### src/hdl/arpm_pkg.sv
// Shared constants and types of the ADC RMS / peak meter.
package arpm_pkg;

  localparam int unsigned RAW_W       = 16;
  localparam int unsigned ERR_BIT     = 15;
  localparam int unsigned SAMPLE_W    = 12;
  localparam int unsigned SQ_W        = 2 * SAMPLE_W;
  localparam int unsigned SUM_W       = 42;
  localparam int unsigned WC_W        = 20;
  localparam int unsigned ERR_W       = 32;
  localparam int unsigned DIV_W       = 42;
  localparam int unsigned ROUND_W     = 5;
  localparam int unsigned OUT_FIELD_W = 2 * SAMPLE_W + WC_W + ERR_W;
  localparam int unsigned OUT_TDATA_W = ((OUT_FIELD_W + 7) / 8) * 8;

  localparam logic [SAMPLE_W-1:0] MIDSCALE      = SAMPLE_W'(2048);
  localparam logic [ROUND_W-1:0]  NEWTON_ROUNDS = ROUND_W'(16);

  // tuser kind codes
  localparam logic OP_SAMPLE = 1'b0;
  localparam logic OP_REPORT = 1'b1;

  typedef enum logic [4:0] {
    ST_IDLE  = 5'b00001,
    ST_MEAN  = 5'b00010,
    ST_ROOT  = 5'b00100,
    ST_RWAIT = 5'b01000,
    ST_OUT   = 5'b10000
  } back_state_e;

endpackage

### src/hdl/adc_rms_peak_meter.sv
// Windowed RMS / peak meter for a 12-bit ADC stream (top level).
// Samples: one transaction per cycle unless a report waits on a full queue, folded into
//   the window in the cycle after acceptance. Report: snapshot queued (2 deep); the back
//   end then divides sum by count and runs up to 16 Newton rounds, each a division on the
//   shared bit-serial divider; samples flow on until a report meets a full queue.
// Reset (rst_ni, async, low): window, error count, queue and result valid clear.
module adc_rms_peak_meter #(
  parameter int unsigned COUNT_BITS = 20
) (
  input  logic                               clk_i,
  input  logic                               rst_ni,
  // input stream
  input  logic                               s_axis_tvalid_i,
  output logic                               s_axis_tready_o,
  input  logic [arpm_pkg::RAW_W-1:0]         s_axis_tdata_i,  // [15:0] raw_sample
  input  logic                               s_axis_tuser_i,  // [0] operation
  // result stream
  output logic                               m_axis_tvalid_o,
  input  logic                               m_axis_tready_i,
  // [11:0] rms_value, [23:12] peak_value, [43:24] window_count, [75:44] error_total,
  // [79:76] zero
  output logic [arpm_pkg::OUT_TDATA_W-1:0]   m_axis_tdata_o
);

  localparam int unsigned ENTRY_W = arpm_pkg::SUM_W + COUNT_BITS + arpm_pkg::SAMPLE_W
                                    + arpm_pkg::ERR_W;

  logic                          push, pop, q_full, q_empty;
  logic [arpm_pkg::SUM_W-1:0]    snap_sum, q_sum;
  logic [COUNT_BITS-1:0]         snap_cnt, q_cnt;
  logic [arpm_pkg::SAMPLE_W-1:0] snap_peak, q_peak;
  logic [arpm_pkg::ERR_W-1:0]    snap_err, q_err;
  logic [ENTRY_W-1:0]            q_wdata, q_rdata;

  logic [arpm_pkg::SAMPLE_W-1:0] rms, peak;
  logic [arpm_pkg::WC_W-1:0]     wc;
  logic [arpm_pkg::ERR_W-1:0]    err;

  // Front: sample stage, window accumulators, report snapshot.
  arpm_front #(
    .COUNT_BITS (COUNT_BITS)
  ) u_front (
    .clk_i       (clk_i),
    .rst_ni      (rst_ni),
    .s_valid_i   (s_axis_tvalid_i),
    .s_ready_o   (s_axis_tready_o),
    .op_i        (s_axis_tuser_i),
    .raw_i       (s_axis_tdata_i),
    .q_full_i    (q_full),
    .push_o      (push),
    .snap_sum_o  (snap_sum),
    .snap_cnt_o  (snap_cnt),
    .snap_peak_o (snap_peak),
    .snap_err_o  (snap_err)
  );

  assign q_wdata = {snap_err, snap_peak, snap_cnt, snap_sum};
  assign {q_err, q_peak, q_cnt, q_sum} = q_rdata;

  // Closed windows wait here while the root is worked out.
  arpm_fifo #(
    .WIDTH (ENTRY_W)
  ) u_fifo (
    .clk_i   (clk_i),
    .rst_ni  (rst_ni),
    .push_i  (push),
    .wdata_i (q_wdata),
    .pop_i   (pop),
    .rdata_o (q_rdata),
    .full_o  (q_full),
    .empty_o (q_empty)
  );

  // Back: mean, Newton root, result register.
  arpm_back #(
    .COUNT_BITS (COUNT_BITS)
  ) u_back (
    .clk_i     (clk_i),
    .rst_ni    (rst_ni),
    .q_empty_i (q_empty),
    .pop_o     (pop),
    .q_sum_i   (q_sum),
    .q_cnt_i   (q_cnt),
    .q_peak_i  (q_peak),
    .q_err_i   (q_err),
    .m_valid_o (m_axis_tvalid_o),
    .m_ready_i (m_axis_tready_i),
    .rms_o     (rms),
    .peak_o    (peak),
    .wc_o      (wc),
    .err_o     (err)
  );

  assign m_axis_tdata_o = {(arpm_pkg::OUT_TDATA_W - arpm_pkg::OUT_FIELD_W)'(0),
                           err, wc, peak, rms};

endmodule

### src/hdl/arpm_front.sv
// Front end: takes stream transactions, folds samples into the window, snapshots on report.
module arpm_front #(
  parameter int unsigned COUNT_BITS = 20
) (
  input  logic                            clk_i,
  input  logic                            rst_ni,
  input  logic                            s_valid_i,
  output logic                            s_ready_o,
  input  logic                            op_i,
  input  logic [arpm_pkg::RAW_W-1:0]      raw_i,
  input  logic                            q_full_i,
  output logic                            push_o,
  output logic [arpm_pkg::SUM_W-1:0]      snap_sum_o,
  output logic [COUNT_BITS-1:0]           snap_cnt_o,
  output logic [arpm_pkg::SAMPLE_W-1:0]   snap_peak_o,
  output logic [arpm_pkg::ERR_W-1:0]      snap_err_o
);

  logic                          st_valid_q, st_valid_d;
  logic                          st_op_q, st_err_q;
  logic [arpm_pkg::SAMPLE_W-1:0] st_mag_q;
  logic [arpm_pkg::SQ_W-1:0]     st_sq_q;

  logic [arpm_pkg::SUM_W-1:0]    sum_q, sum_d;
  logic [COUNT_BITS-1:0]         cnt_q, cnt_d;
  logic [arpm_pkg::SAMPLE_W-1:0] peak_q, peak_d;
  logic [arpm_pkg::ERR_W-1:0]    err_q, err_d;

  logic                          advance, take;
  logic [arpm_pkg::SAMPLE_W-1:0] conv, mag;
  logic [arpm_pkg::SUM_W:0]      sum_ext;

  // a report waits in the stage while the queue is full
  assign advance   = st_valid_q && !(st_op_q == arpm_pkg::OP_REPORT && q_full_i);
  assign s_ready_o = !st_valid_q || advance;
  assign take      = s_valid_i && s_ready_o;
  assign push_o    = advance && (st_op_q == arpm_pkg::OP_REPORT);

  assign conv = raw_i[arpm_pkg::SAMPLE_W-1:0];
  assign mag  = (conv >= arpm_pkg::MIDSCALE) ? conv - arpm_pkg::MIDSCALE
                                             : arpm_pkg::MIDSCALE - conv;

  assign sum_ext = {1'b0, sum_q} + (arpm_pkg::SUM_W + 1)'(st_sq_q);

  always_comb begin
    st_valid_d = st_valid_q;
    if (take) begin
      st_valid_d = 1'b1;
    end else if (advance) begin
      st_valid_d = 1'b0;
    end
  end

  always_comb begin
    sum_d  = sum_q;
    cnt_d  = cnt_q;
    peak_d = peak_q;
    err_d  = err_q;
    if (advance) begin
      if (st_op_q == arpm_pkg::OP_REPORT) begin
        sum_d  = '0;
        cnt_d  = '0;
        peak_d = '0;
      end else begin
        // saturate on carry out of the sum
        sum_d = sum_ext[arpm_pkg::SUM_W] ? '1 : sum_ext[arpm_pkg::SUM_W-1:0];
        if (cnt_q != '1) begin
          cnt_d = cnt_q + COUNT_BITS'(1);
        end
        if (st_mag_q > peak_q) begin
          peak_d = st_mag_q;
        end
        if (st_err_q) begin
          err_d = err_q + arpm_pkg::ERR_W'(1);
        end
      end
    end
  end

  always_ff @(posedge clk_i or negedge rst_ni) begin
    if (!rst_ni) begin
      st_valid_q <= 1'b0;
      sum_q      <= '0;
      cnt_q      <= '0;
      peak_q     <= '0;
      err_q      <= '0;
    end else begin
      st_valid_q <= st_valid_d;
      sum_q      <= sum_d;
      cnt_q      <= cnt_d;
      peak_q     <= peak_d;
      err_q      <= err_d;
    end
  end

  always_ff @(posedge clk_i) begin
    if (take) begin
      st_op_q  <= op_i;
      st_err_q <= raw_i[arpm_pkg::ERR_BIT];
      st_mag_q <= mag;
      st_sq_q  <= arpm_pkg::SQ_W'(mag) * arpm_pkg::SQ_W'(mag);
    end
  end

  assign snap_sum_o  = sum_q;
  assign snap_cnt_o  = cnt_q;
  assign snap_peak_o = peak_q;
  assign snap_err_o  = err_q;

endmodule

### src/hdl/arpm_fifo.sv
// Two-entry queue between front and back ends.
module arpm_fifo #(
  parameter int unsigned WIDTH = 8
) (
  input  logic             clk_i,
  input  logic             rst_ni,
  input  logic             push_i,
  input  logic [WIDTH-1:0] wdata_i,
  input  logic             pop_i,
  output logic [WIDTH-1:0] rdata_o,
  output logic             full_o,
  output logic             empty_o
);

  localparam int unsigned DEPTH = 2;
  localparam int unsigned CNT_W = $clog2(DEPTH + 1);

  logic [WIDTH-1:0] mem_q [DEPTH];
  logic             wr_ptr_q, rd_ptr_q;
  logic [CNT_W-1:0] cnt_q, cnt_d;

  assign full_o  = (cnt_q == CNT_W'(DEPTH));
  assign empty_o = (cnt_q == '0);
  assign rdata_o = mem_q[rd_ptr_q];

  always_comb begin
    cnt_d = cnt_q;
    if (push_i && !pop_i) begin
      cnt_d = cnt_q + CNT_W'(1);
    end else if (pop_i && !push_i) begin
      cnt_d = cnt_q - CNT_W'(1);
    end
  end

  always_ff @(posedge clk_i or negedge rst_ni) begin
    if (!rst_ni) begin
      wr_ptr_q <= 1'b0;
      rd_ptr_q <= 1'b0;
      cnt_q    <= '0;
    end else begin
      cnt_q <= cnt_d;
      if (push_i) begin
        wr_ptr_q <= !wr_ptr_q;
      end
      if (pop_i) begin
        rd_ptr_q <= !rd_ptr_q;
      end
    end
  end

  always_ff @(posedge clk_i) begin
    if (push_i) begin
      mem_q[wr_ptr_q] <= wdata_i;
    end
  end

endmodule

### src/hdl/arpm_div.sv
// Restoring divider, one quotient bit per cycle.
module arpm_div (
  input  logic                         clk_i,
  input  logic                         rst_ni,
  input  logic                         start_i,
  input  logic [arpm_pkg::DIV_W-1:0]   dividend_i,
  input  logic [arpm_pkg::DIV_W-1:0]   divisor_i,
  output logic                         done_o,
  output logic [arpm_pkg::DIV_W-1:0]   quot_o
);

  localparam int unsigned STEP_W = $clog2(arpm_pkg::DIV_W);

  logic                         busy_q, done_q;
  logic [STEP_W-1:0]            step_q;
  logic [arpm_pkg::DIV_W-1:0]   rem_q, quo_q, den_q;
  logic [arpm_pkg::DIV_W:0]     shifted, diff;
  logic                         ge;

  assign shifted = {rem_q, quo_q[arpm_pkg::DIV_W-1]};
  assign diff    = shifted - {1'b0, den_q};
  assign ge      = (shifted >= {1'b0, den_q});

  always_ff @(posedge clk_i or negedge rst_ni) begin
    if (!rst_ni) begin
      busy_q <= 1'b0;
      done_q <= 1'b0;
      step_q <= '0;
    end else begin
      done_q <= 1'b0;
      if (start_i) begin
        busy_q <= 1'b1;
        step_q <= STEP_W'(arpm_pkg::DIV_W - 1);
      end else if (busy_q) begin
        step_q <= step_q - STEP_W'(1);
        if (step_q == '0) begin
          busy_q <= 1'b0;
          done_q <= 1'b1;
        end
      end
    end
  end

  always_ff @(posedge clk_i) begin
    if (start_i) begin
      rem_q <= '0;
      quo_q <= dividend_i;
      den_q <= divisor_i;
    end else if (busy_q) begin
      rem_q <= ge ? diff[arpm_pkg::DIV_W-1:0] : shifted[arpm_pkg::DIV_W-1:0];
      quo_q <= {quo_q[arpm_pkg::DIV_W-2:0], ge};
    end
  end

  assign done_o = done_q;
  assign quot_o = quo_q;

endmodule

### src/hdl/arpm_back.sv
// Back end: mean by division, Newton square root, result register.
module arpm_back #(
  parameter int unsigned COUNT_BITS = 20
) (
  input  logic                           clk_i,
  input  logic                           rst_ni,
  input  logic                           q_empty_i,
  output logic                           pop_o,
  input  logic [arpm_pkg::SUM_W-1:0]     q_sum_i,
  input  logic [COUNT_BITS-1:0]          q_cnt_i,
  input  logic [arpm_pkg::SAMPLE_W-1:0]  q_peak_i,
  input  logic [arpm_pkg::ERR_W-1:0]     q_err_i,
  output logic                           m_valid_o,
  input  logic                           m_ready_i,
  output logic [arpm_pkg::SAMPLE_W-1:0]  rms_o,
  output logic [arpm_pkg::SAMPLE_W-1:0]  peak_o,
  output logic [arpm_pkg::WC_W-1:0]      wc_o,
  output logic [arpm_pkg::ERR_W-1:0]     err_o
);

  arpm_pkg::back_state_e state_q, state_d;

  logic [arpm_pkg::SAMPLE_W-1:0] peak_q;
  logic [arpm_pkg::WC_W-1:0]     wc_q, wc_in;
  logic [arpm_pkg::ERR_W-1:0]    err_q;
  logic [arpm_pkg::DIV_W-1:0]    mean_q, x_q;
  logic [arpm_pkg::ROUND_W-1:0]  round_q;
  logic                          out_valid_q;

  logic                          div_start, div_done;
  logic [arpm_pkg::DIV_W-1:0]    div_num, div_den, div_quot;
  logic [arpm_pkg::DIV_W:0]      next_sum;
  logic [arpm_pkg::DIV_W-1:0]    x_next;
  logic                          load_out;

  // window count clipped to the result field
  if (COUNT_BITS > arpm_pkg::WC_W) begin : g_wc_sat
    assign wc_in = (|q_cnt_i[COUNT_BITS-1:arpm_pkg::WC_W]) ? '1
                                                          : q_cnt_i[arpm_pkg::WC_W-1:0];
  end else begin : g_wc_ext
    assign wc_in = arpm_pkg::WC_W'(q_cnt_i);
  end

  assign next_sum = {1'b0, div_quot} + {1'b0, x_q};
  assign x_next   = next_sum[arpm_pkg::DIV_W:1];

  always_comb begin
    state_d   = state_q;
    pop_o     = 1'b0;
    div_start = 1'b0;
    div_num   = mean_q;
    div_den   = x_q;
    load_out  = 1'b0;
    unique case (state_q)
      arpm_pkg::ST_IDLE: begin
        div_num = q_sum_i;
        div_den = arpm_pkg::DIV_W'(q_cnt_i);
        if (!q_empty_i) begin
          pop_o = 1'b1;
          if (q_cnt_i == '0) begin
            state_d = arpm_pkg::ST_ROOT;
          end else begin
            div_start = 1'b1;
            state_d   = arpm_pkg::ST_MEAN;
          end
        end
      end
      arpm_pkg::ST_MEAN: begin
        if (div_done) begin
          state_d = arpm_pkg::ST_ROOT;
        end
      end
      arpm_pkg::ST_ROOT: begin
        if (x_q == '0 || round_q == arpm_pkg::NEWTON_ROUNDS) begin
          state_d = arpm_pkg::ST_OUT;
        end else begin
          div_start = 1'b1;
          state_d   = arpm_pkg::ST_RWAIT;
        end
      end
      arpm_pkg::ST_RWAIT: begin
        if (div_done) begin
          state_d = (x_next == x_q) ? arpm_pkg::ST_OUT : arpm_pkg::ST_ROOT;
        end
      end
      arpm_pkg::ST_OUT: begin
        if (!out_valid_q || m_ready_i) begin
          load_out = 1'b1;
          state_d  = arpm_pkg::ST_IDLE;
        end
      end
      default: state_d = arpm_pkg::ST_IDLE;
    endcase
  end

  always_ff @(posedge clk_i or negedge rst_ni) begin
    if (!rst_ni) begin
      state_q     <= arpm_pkg::ST_IDLE;
      out_valid_q <= 1'b0;
    end else begin
      state_q <= state_d;
      if (load_out) begin
        out_valid_q <= 1'b1;
      end else if (m_ready_i) begin
        out_valid_q <= 1'b0;
      end
    end
  end

  always_ff @(posedge clk_i) begin
    if (pop_o) begin
      peak_q  <= q_peak_i;
      wc_q    <= wc_in;
      err_q   <= q_err_i;
      mean_q  <= '0;
      x_q     <= arpm_pkg::DIV_W'(arpm_pkg::MIDSCALE);
      round_q <= '0;
    end else if (state_q == arpm_pkg::ST_MEAN && div_done) begin
      mean_q <= div_quot;
    end else if (state_q == arpm_pkg::ST_RWAIT && div_done) begin
      x_q     <= x_next;
      round_q <= round_q + arpm_pkg::ROUND_W'(1);
    end
    if (load_out) begin
      rms_o  <= x_q[arpm_pkg::SAMPLE_W-1:0];
      peak_o <= peak_q;
      wc_o   <= wc_q;
      err_o  <= err_q;
    end
  end

  assign m_valid_o = out_valid_q;

  arpm_div u_div (
    .clk_i      (clk_i),
    .rst_ni     (rst_ni),
    .start_i    (div_start),
    .dividend_i (div_num),
    .divisor_i  (div_den),
    .done_o     (div_done),
    .quot_o     (div_quot)
  );

endmodule

### config.mk
export PLATFORM = sky130hd
export DESIGN_NAME = adc_rms_peak_meter
export DESIGN_NICKNAME = d
export VERILOG_FILES = /design/src/hdl/arpm_pkg.sv /design/src/hdl/adc_rms_peak_meter.sv /design/src/hdl/arpm_front.sv /design/src/hdl/arpm_fifo.sv /design/src/hdl/arpm_div.sv /design/src/hdl/arpm_back.sv
export SDC_FILE = /design/constraint.sdc
export NUM_CORES = 1
export LEC_CHECK = 0
export ABC_AREA = 1
export BUFFER_PORTS_ARGS = -buffer_cell sky130_fd_sc_hd__buf_2
export CORE_ASPECT_RATIO = 0.6
export CORE_MARGIN = 5
export CORE_UTILIZATION = 40
export CTS_CLUSTER_DIAMETER = 200
export DETAILED_ROUTE_END_ITERATION = 8
export PLACE_DENSITY_LB_ADDON = 0.2
export SLEW_MARGIN = 20
export SYNTH_ARGS = -nofsm -noshare
export SYNTH_HDL_FRONTEND = slang
export SYNTH_SLANG_ARGS = --single-unit
### constraint.sdc
create_clock -name clk_i -period 8.1 [get_ports clk_i]
set_input_delay 0.405 -clock clk_i [delete_from_list [all_inputs] [get_ports clk_i]]
set_output_delay 0.405 -clock clk_i [all_outputs]
set_load 0.02 [all_outputs]
======== Yosys cells after proc, flatten, opt, wreduce, memory -nomap -nowiden ========
Memories as Yosys holds them, arrays and structs flattened.
Index checks and enable logic that the tools add are counted.
operators by class
  $add $sub $neg .......................... 11
  multiply operators ...................... 1
  $lt $le $gt $ge ......................... 3
  equal/unequal tests ..................... 13
  mux-type cells .......................... 44
  bitwise gates (word level) .............. 2
  reduce and logical (&&, ||, !) cells .... 33
operators with widths
  operator                                                          number
  42-bit two-way mux                                                6
  20-bit two-way mux                                                3
  42-bit by 24-bit adder with 43-bit output                         1
  42-bit by 42-bit adder with 43-bit output                         1
  43-bit by 42-bit >= comparator with 1-bit output                  1
  42-bit == test                                                    1
  42-bit logical NOT                                                1
  42-bit subtractor                                                 1
  12-bit two-way mux                                                3
  32-bit by 1-bit adder with 32-bit output (second input constant)  1
  5-bit two-way mux                                                 6
  5-bit case mux with 5 select lines                                1
  12-bit by 12-bit multiplier with 24-bit output                    1
  20-bit by 1-bit adder with 20-bit output (second input constant)  1
  20-bit logical NOT                                                1
  20-bit != test (second input constant)                            1
  1-bit two-way mux                                                 19
  12-bit >= comparator (second input constant)                      1
  12-bit > comparator                                               1
  6-bit two-way mux                                                 2
  2-bit nonzero test                                                6
  12-bit subtractor (first input constant)                          1
  12-bit subtractor (second input constant)                         1
  5-bit == test (second input constant)                             2
  23 further kinds                                                  44
word-level totals
  flip-flop bits (word level) ............. 518
  RAM bits ................................ 212
  bits of input ports ..................... 21
  output and inout port bits .............. 82
  logic and storage cells ................. 139
  memories ................................ 1
memories
  memory        words  bits a word  read ports  clocked after Yosys merged registers in  write ports  line             text
  u_fifo.mem_q  2      106          1           0                                        1            arpm_fifo.sv:18  logic [WIDTH-1:0] mem_q [DEPTH];

======== Longest topological paths before layout ========
Gate-level depths: netlist of the first run.
  word-level depth ........................ 9
  depth in mapped cells ................... 37
  depth with buffers taken out ............ 36

======== Hierarchy ========
A second synthesis of the first run with hierarchy kept.
unflattened totals
  cells, all modules ...................... 5221
  area total of the unflattened synthesis .. 43643.1 um^2
modules (own cells, without submodules)
  module              times used  cells an instance  area each (um^2)  seq. area each (um^2)
  arpm_front          1           1795               13417.9           3758.6
  arpm_back           1           1770               13162.6           6137.1
  arpm_div            1           1296               9058.7            3563.4
  arpm_fifo           1           355                7970.1            6466.2
  adc_rms_peak_meter  1           5                  33.8              0.0

======== Worst setup path after synthesis of the first run ========
No wires, ideal clock.
  path kind ............................... in2reg
  start ................................... in s_axis_tdata_i[0] (netlist bit)
  end ..................................... reg u_front.st_sq_q[23] (netlist bit), data pin
  library setup time ...................... 260 ps
  arrival time ............................ 6133 ps
  required time ........................... 7840 ps
  path slack .............................. 1707 ps
  cell stages on the path ................. 37
  path buffers ............................ 1
  cell sequence ........................... inv_1 -> clkbuf_1 -> ha_1 -> inv_1 -> nor2_1 -> inv_1 -> nor2_1 -> inv_1 -> nor2_1 -> a31oi_1 -> inv_1 -> or2_2 -> nand2_1 -> clkinv_1 -> nor2_1 -> inv_1 -> fa_1 -> inv_1 -> fa_1 -> fa_1 -> fa_1 -> inv_1 -> fa_1 -> inv_1 -> ha_1 -> a21oi_1 -> o21ai_0 -> o21bai_1 -> nand2_1 -> nand2_1 -> nand2_1 -> nand2_1 -> nand2_1 -> nand2_1 -> nand2_1 -> nand3b_1 -> xnor2_1
between the ends
  cells in the longest elaborated chain, start to end .. 3
  elaborated cells between the ends (all ways) .. 5
  those cells by class .................... add/sub: 2; mul: 1; order compare: 1; mux: 1
ends and longest elaborated chain
  element                                           line                      text
  start: declaration                                adc_rms_peak_meter.sv:15  input logic [arpm_pkg::RAW_W-1:0] s_axis_tdata_i,
  12-bit subtractor, or another cell as far along   arpm_front.sv:41          : arpm_pkg::MIDSCALE - conv;
  12-bit two-way mux *                              arpm_front.sv:40          assign mag = (conv >= arpm_pkg::MIDSCALE) ? conv - arpm_pkg::MIDSCALE
  named net u_front.mag (one bit)                   arpm_front.sv:30          logic [arpm_pkg::SAMPLE_W-1:0] conv, mag;
  12-bit by 12-bit multiplier with 24-bit output *  arpm_front.sv:101         st_sq_q <= arpm_pkg::SQ_W'(mag) * arpm_pkg::SQ_W'(mag);
  end signal: assignment                            arpm_front.sv:101
  end: declaration                                  arpm_front.sv:22          logic [arpm_pkg::SQ_W-1:0] st_sq_q;
The timed path passes the listed nets; every way through them passes the cells marked *.
A chain may end at the register's enable or synchronous reset.

======== Worst setup path in the final report of the first run ========
  start ................................... in s_axis_tdata_i[0] (netlist bit)
  end ..................................... reg u_front.st_sq_q[22] (netlist bit), data pin
Same word-level chain as after synthesis.

==> impl_results.md, run 1 <==
* Largest net degree at the start of global routing at 90
* Leakage at 19.8 nW
* Drt pass-1 iters at 6
* Routed len/inst at 17.2 um
* CTS tree: done
* Max layer used: met4
* CTS Buffer Depth at 3
* Die Y at 255 um
* MaxCap Viol Count at 0
* Post-synth EDFFs at 472
* Met3 WL at 9070 um
* Vias/cell at 5.05
* Met2 WL at 38,700 um
* Initial detailed-routing violation count at 2,946
* Hold_sp: s_axis_tvalid_i
* # fillers at 9,602
* Max-Slew Margin vs Limit at 31.9%
* Skew final at 28.2 ps
* Most frequent CP cell: inv_1
* Post-CTS sizing at 0
* Mapped cell area at 40,000 um^2
* Setup TNS Final at 0 ps
* Postcts setup bufs at 0
* RePlAce Congestion at 0.987
* Outcome: complete, no violations
* Critical setup path kind: input pin to flop
* Fmax at 0.142 GHz
* R2R cell count at 12
* Final setup margin at 1050 ps
* Share of the clock period used by the worst path at 87.1%
* Vias at 30.4k
* DRC Markers at 0
* Final wirelength at 104,000 um
* Post-synthesis sequential element count at 728
* Total Die Area at 107,000 um^2
* Synth Area in Adders at 9.98%
* Starting Density at 40.5%
* DRT met1 WL at 54,200 um
* Row cnt at 89
* Worst flop-to-flop path startpoint: u_fifo.rd_ptr_q
* PortBufs at 95
* Main synth FF type: edfxtp_1
* Maximum vdd drop at 0.325 mV
* Worst min path class: input pin to flop
* Global Route Usage Sum at 19.6%
* Post-Synth XOR/XNOR Area at 3.22%
* DP HPWL at 77,900 um
* H-tree Lvls at 3
* Final Hold Viols at 0
* Slew Limit Fails at 0
* Number of global-route vias before repair at 28.2k
* Initial antenna violation count at 3
* CTS root buf: clkbuf_16
* Dpl ws at 932 ps
* Setup slack, reg-to-reg at 3650 ps
* Largest family of logic cells by synthesized area: simple AND/OR/NAND/NOR gates
* Yosys Warn Count at 0
* Gate Count Post-Synth at 4,547
* R2R Path End: u_back.u_div.quot_o[33]
* IO Pins at 103
* Area fraction in compound gates after synthesis at 10.6%
* Grt total ovfl at 0
* ANT nets after route at 0
* Startpoint types: input pin
* TritonCTS buffer count at 73
* Final Net Count at 4,931
* WHS Endpoint: u_front.st_valid_q
* Hold Path Depth at 3
* Crit path max fanout at 11
* Mux contribution to synthesized area at 0.0250%
* Slew @ Worst Pin at 1020 ps
* Cts hold-fix bufs at 4
* Mean Syn Cell Area at 8.79 um^2
* Core area at 98,800 um^2
* CP peak stage delay at 520 ps
* Worst Path Required at 8510 ps
* First-pass GRT wire length at 164,000 um
* Pwr per Cell Area at 379 nW/um^2
* Area Overhead vs Synth at 11.0%
* Clk sinks at 728
* CP max-delay cell: dlygate4sd3_1
* Share of cells above drive strength 1 at 6.00%
* Yosys cell types at 63
* Simple-gate share of the synthesized area at 18.6%
* Worst EP arrival at 7470 ps
* Final-report setup violation count at 0
* RSZ-0062 raised after global routing: false
* Crit path time final at 7050 ps
* Crit. End Element: flop
* Clk_lat worst skew at 670 ps
* Clock slew at reported path FFs at 60 ps
* FFs w/ async S/R, synth at 17.2%
* DIE WIDTH at 418 um
* Seq/Total Area, Yosys at 49.8%
* CP startpoint: s_axis_tdata_i[0]
==> where the power goes <==
part / switching [mW] / internal (mW)
clock network: 1.53 / 1.83
registers: 0.535 / 5.31
logic: 5.05 / 2.53
==> metrics by stage <==
step	power, mW	instances	hold WS, ps	utilization [%]	cell area (um^2)
after global placement	13.3	5882	402	42.5	41900
after detailed placement	13.4	5882	405	42.5	41900
after floorplan	11.4	4558	109	-	40000
after global routing	18.2	6021	78.4	44.9	44400
final	16.8	6024	86.5	44.9	44400
after CTS	16.9	6021	39.5	44.9	44400
==> cell usage in the layout, fill, tap and decap left out, types with 7 or more instances in the layout <==
cell type	n
nor2_1	398
buf_4	24
ha_1	183
clkinv_1	15
nand3_1	188
o21bai_1	12
xnor2_1	46
a21oi_1	258
or2_2	13
clkbuf_16	73
edfxtp_1	472
inv_1	679
o21a_1	9
fa_1	85
conb_1	13
buf_2	94
nand4_1	34
o211ai_1	38
dfrtp_1	123
a21o_1	8
nand2_1	1076
o21ai_0	405
nor3_1	37
dfxtp_1	131
nor4_1	30
clkbuf_1	14
clkinvlp_4	7
xor2_1	96
a31oi_1	23
clkinv_2	13
==> logic make-up after synthesis <==
| family | after synthesis |
|---|---|
| DFF | 728 |
| adders and majority gates | 268 |
| and+or+nand+nor | 1810 |
| buffers and inverters | 806 |
| xor gates and xnor gates | 144 |
| muxes | 1 |
| AOI/OAI and AO/OA | 788 |
| other | 2 |
==> worst max path at each step <==
| stage | endpoint | slack (ps) | depth (start not counted) |
|---|---|---|---|
| final | u_front.st_sq_q[22] | 1050 | 33 |
| after global routing | u_front.st_sq_q[20] | 520 | 34 |
| after CTS | u_front.st_sq_q[22] | 1120 | 33 |
| after detailed placement | u_front.st_sq_q[22] | 930 | 32 |
| after global placement | u_front.st_sq_q[22] | 990 | 32 |
| after floorplan | u_front.st_sq_q[23] | 1710 | 37 |
==> final cells by class <==
cell class	instances	area (um^2)	area share, %
Antenna cell	3	7.51	0.0169
Clock buffer	91	1930	4.36
Clock inverter	44	454	1.02
Inverter	690	2590	5.85
Multi-Input combinational cell	3024	17100	38.5
Sequential cell	728	19900	44.9
Tap cell	1319	1650	3.72
Timing Repair Buffer	125	742	1.67
==> flip-flops by register name (all words and copies together) (netlist names), 20 cells and up <==
signal and flops:
u_back.u_div.rem_q 42, u_front.snap_err_o 32, u_back.err_o 32, u_back.mean_q 42, u_back.err_q 32, u_back.u_div.quot_o 42
u_front.snap_cnt_o 20, u_back.u_div.den_q 42, u_front.snap_sum_o 42, u_back.wc_o 20, u_fifo.mem_q 212, u_back.wc_q 20
u_front.st_sq_q 23, u_back.x_q 42
==> critical path, delay by kind of cell <==
kind                       cells  cell delay [ps]
and+or+nand+nor                9             1200
adders and majority gates      7             2900
buffers and inverters         10             1600
AOI/OAI and AO/OA              6             1200
xor gates and xnor gates       1              140
==> Yosys cell counts (all sizes together), types with 2 or more instances <==
library cell | count | area, um^2
nand3 | 190 | 956
o211ai | 38 | 285
nor3 | 41 | 238
a21boi | 7 | 56.3
a21o | 8 | 60.1
o22ai | 5 | 31.3
buf | 30 | 159
dfxtp | 131 | 2620
xnor3 | 2 | 45.0
o21ai | 408 | 2050
or2 | 14 | 90.1
ha | 183 | 2290
clkinv | 4 | 15.0
conb | 2 | 7.51
dfrtp | 124 | 3100
nor2 | 408 | 1570
inv | 686 | 2570
a211oi | 5 | 37.5
edfxtp | 472 | 14200
nor4 | 31 | 194
fa | 85 | 1700
nand4 | 35 | 225
o21bai | 12 | 90.1
xor2 | 96 | 841
o31ai | 5 | 37.5
clkbuf | 86 | 323
nand2 | 1080 | 4070
o221ai | 3 | 26.3
xnor2 | 46 | 403
a21oi | 258 | 1290
nand3b | 4 | 42.5
o32ai | 2 | 17.5
and2 | 3 | 18.8
a31oi | 24 | 165
o21a | 9 | 67.6
==> layer usage <==
| metal | track usage (%) | vias up |
|---|---|---|
| li1 | - | 15131 |
| met1 | 32.0 | 14279 |
| met2 | 26.0 | 916 |
| met3 | 4.63 | 111 |
| met4 | 3.65 | 0 |
| met5 | 0 | - |
(Power assumes the default switching activity.)
==> inputs of run 2 (changes only) <==
--- a/config.mk
+++ b/config.mk
@@ -10,10 +10,12 @@
 export CORE_ASPECT_RATIO = 0.6
 export CORE_MARGIN = 5
 export CORE_UTILIZATION = 40
+export CTS_BUF_LIST = sky130_fd_sc_hd__clkbuf_4 sky130_fd_sc_hd__clkbuf_8
 export CTS_CLUSTER_DIAMETER = 200
 export DETAILED_ROUTE_END_ITERATION = 8
 export PLACE_DENSITY_LB_ADDON = 0.2
 export SLEW_MARGIN = 20
 export SYNTH_ARGS = -nofsm -noshare
 export SYNTH_HDL_FRONTEND = slang
+export SYNTH_HIERARCHICAL = 1
 export SYNTH_SLANG_ARGS = --single-unit
==> impl_results.md, run 2 <==
* Outcome: complete, no violations
* CTS Buffer Depth at 3 (unchanged)
* Hold Path Depth at 3 (unchanged)
* Yosys Warn Count at 6 (+6)
* Worst min path class: input pin to flop
* Largest net degree at the start of global routing at 87 (-3.3%)
* ANT nets after route at 0 (unchanged)
* Leakage at 22.9 nW (+16%)
* Slew Limit Fails at 0 (unchanged)
* Global Route Usage Sum at 20.0% (+0.41 points)
* Final Net Count at 5,640 (+14%)
* Worst flop-to-flop path startpoint: u_fifo/rd_ptr_q
* Drt pass-1 iters at 6 (unchanged)
* Max-Slew Margin vs Limit at 26.4% (-5.4 points)
* Vias/cell at 4.91 (-2.7%)
* Seq/Total Area, Yosys at 45.7% (-4.2 points)
* Initial detailed-routing violation count at 3,013 (+2.3%)
* Fmax at 0.148 GHz (+4.7%)
* R2R Path End: u_back/u_div/quot_o[41]
* Final setup margin at 1370 ps (+318 ps)
* Starting Density at 40.5% (about the same)
* Total Die Area at 116,000 um^2 (+8.9%)
* Clk sinks at 728 (unchanged)
* Setup TNS Final at 0 ps (unchanged)
* Cts hold-fix bufs at 9 (+5)
* Share of the clock period used by the worst path at 83.1% (-3.9 points)
* CTS root buf: clkbuf_8
* Initial antenna violation count at 4 (+1)
* Most numerous cell in the Yosys netlist: nand2_1
* Vias at 33.8k (+11%)
* Number of global-route vias before repair at 31.5k (+12%)
* Top cells by count, synth: nand2_1, inv_1, edfxtp_1, nor2_1, nand3_1
* Main synth FF type: edfxtp_1
* Area leader, netlist: edfxtp_1
* Slew @ Worst Pin at 1100 ps (+84.5 ps)
* Pwr per Cell Area at 367 nW/um^2 (-2.9%)
* CP startpoint: s_axis_tdata_i[0]
* Mapped cell area at 43,600 um^2 (+9.2%)
* Setup slack, reg-to-reg at 3000 ps (-650 ps)
* Most common cell after layout, fill and taps aside: nand2_1
* Area Overhead vs Synth at 10.5%
* DP HPWL at 88,700 um (+14%)
* Crit path time final at 6730 ps (-318 ps)
* FFs w/ async S/R, synth at 17.2% (unchanged)
* PortBufs at 95 (unchanged)
* RePlAce Congestion at 0.957 (-3.1%)
* H-tree Lvls at 3 (unchanged)
* Area share of the largest cell type after synthesis at 32.5% (-3.0 points)
* Hold_sp: s_axis_tdata_i[5]
* Yosys cell types at 70 (+11%)
* Post-CTS sizing at 0 (unchanged)
* Crit. End Element: flop
* Startpoint types: input pin
* Share of cells above drive strength 1 at 11.0% (+5.0 points)
* Postcts setup bufs at 0 (unchanged)
* Synth top area cells: edfxtp_1, nand2_1, inv_1
* Post-synth EDFFs at 472 (unchanged)
* Final Util at 44.7% (-0.18 points)
* DRC Markers at 0 (unchanged)
* DIE WIDTH at 436 um (+4.4%)
* Gate Count Post-Synth at 5,221 (+15%)
* Maximum vdd drop at 0.323 mV (-0.67%)
* RSZ-0062 raised after global routing: false
* Routed len/inst at 17.0 um (-1.4%)
* Skew final at 47.9 ps (+19.7 ps)
* Core area at 108,000 um^2 (+9.1%)
* Clk_lat worst skew at 800 ps (+130 ps)
* Final-report setup violation count at 0 (unchanged)
* Die Y at 266 um (+4.3%)
* Row cnt at 93 (+4.5%)
* Max FFs per register at 212 (unchanged)
* R2R cell count at 11 (-1)
* Worst Path Required at 8640 ps (+130 ps)
* Mean Syn Cell Area at 8.36 um^2 (-4.9%)
* Final Hold Viols at 0 (unchanged)
* Grt total ovfl at 0 (unchanged)
* Dpl ws at 1170 ps (+242 ps)
* IO Pins at 103 (unchanged)
* Most flops, register: u_fifo/mem_q
* Crit path max fanout at 12 (+1)
* Worst EP arrival at 7270 ps (-200 ps)
* TritonCTS buffer count at 108 (+48%)
* First-pass GRT wire length at 183,000 um (+12%)
* Clock slew at reported path FFs at 70 ps (about the same)
* Post-synthesis sequential element count at 728 (unchanged)
* Final wirelength at 117,000 um (+12%)
* WHS Endpoint: u_front/st_mag_q[5]
* Commonest cells after routing, fill and taps aside: nand2_1, inv_1, edfxtp_1
* Overall power at 17.7 mW (+5.5%)
* Critical setup path kind: input pin to flop
* CTS tree: done
* MaxCap Viol Count at 0 (unchanged)
## run 2: changes by cell type after synthesis, moves of 32 or more
cell      previous run  this run
nand2_1           1078      1546
xor2_1              96        62
a21oi_1            258       177
nand3_1            189       310
o21ai_1              2        40
mux2_2               0        76
nand3b_1             3        35
inv_1              681       904
nand2_2              0        53
nor2_1             403       330
o21ai_0            405       196
## run 2: final cells by class
cell class              count  area (um^2)
flip-flops and latches    728        19900
clock buffers             165         2030
multi-input cells        3457        19700
clock inverters            40          502
fillers                 10614        59500
repair buffers            128          779
inverters                 931         3500
diodes                      1         2.50
well taps                1425         1780
## run 2: layer usage
layer,share of wire (%),up-vias,GRT usage [%]
met5,0.015,-,0
met4,1.7,2,4.58
met3,9.3,130,5.36
met2,36,1002,25.3
met1,53,15679,32.8
li1,-,16973,-
## run 2: logic make-up after synthesis
kind of cell             Yosys count  share of synthesized area [%]
AO/OA/AOI/OAI                    489                           6.09
XOR/XNOR                         108                           2.25
adder cells (fa/ha/maj)          265                           9.02
buffers and inverters           1045                           9.44
flip-flops                       728                           45.7
multiplexers                     106                           2.99
other                              3                         0.0258
AND/OR/NAND/NOR                 2477                           24.5
## run 2: critical path, stage by stage
cell,delay [ps]
dlygate4sd3_1,530
buf_2,150
inv_1,300
ha_1,260
inv_1,50
nor2_1,120
nand2_1,120
nor3_2,180
nand3_1,120
nand2_1,70
nand2_1,40
nand2_1,370
nand2_1,150
fa_1,590
inv_1,70
fa_1,510
inv_1,50
fa_1,470
fa_1,520
fa_1,540
inv_1,40
ha_1,370
nand2_1,150
nor4_1,530
nand4_1,320
nand4_1,180
nand2_1,70
## run 2: power by group
group / internal [mW] / total (mW) / switching, mW
Combinational: 2.91 / 8.60 / 5.69
Sequential: 5.15 / 5.66 / 0.515
Clock: 1.94 / 3.45 / 1.51
Total: 10.0 / 17.7 / 7.71
## run 2: how the worst max path moves through the flow
stage | to | slack (ps) | depth (start not counted)
finish | u_front/st_sq_q[21] | 1370 | 27
global route | u_front/st_sq_q[21] | 930 | 27
CTS | u_front/st_sq_q[21] | 1510 | 27
detailed placement | u_front/st_sq_q[21] | 1170 | 26
global placement | u_front/st_sq_q[17] | 1250 | 28
floorplan | u_back/u_div/quot_o[0] | 1130 | 10
## run 2: through the flow
step	instance area, um^2	hold slack [ps]	cells
final	48200	159	6875
after global routing	48200	107	6875
after detailed placement	45600	286	6659
after CTS	48200	51.9	6873
after global placement	45600	285	6659
after floorplan	43700	109	5230
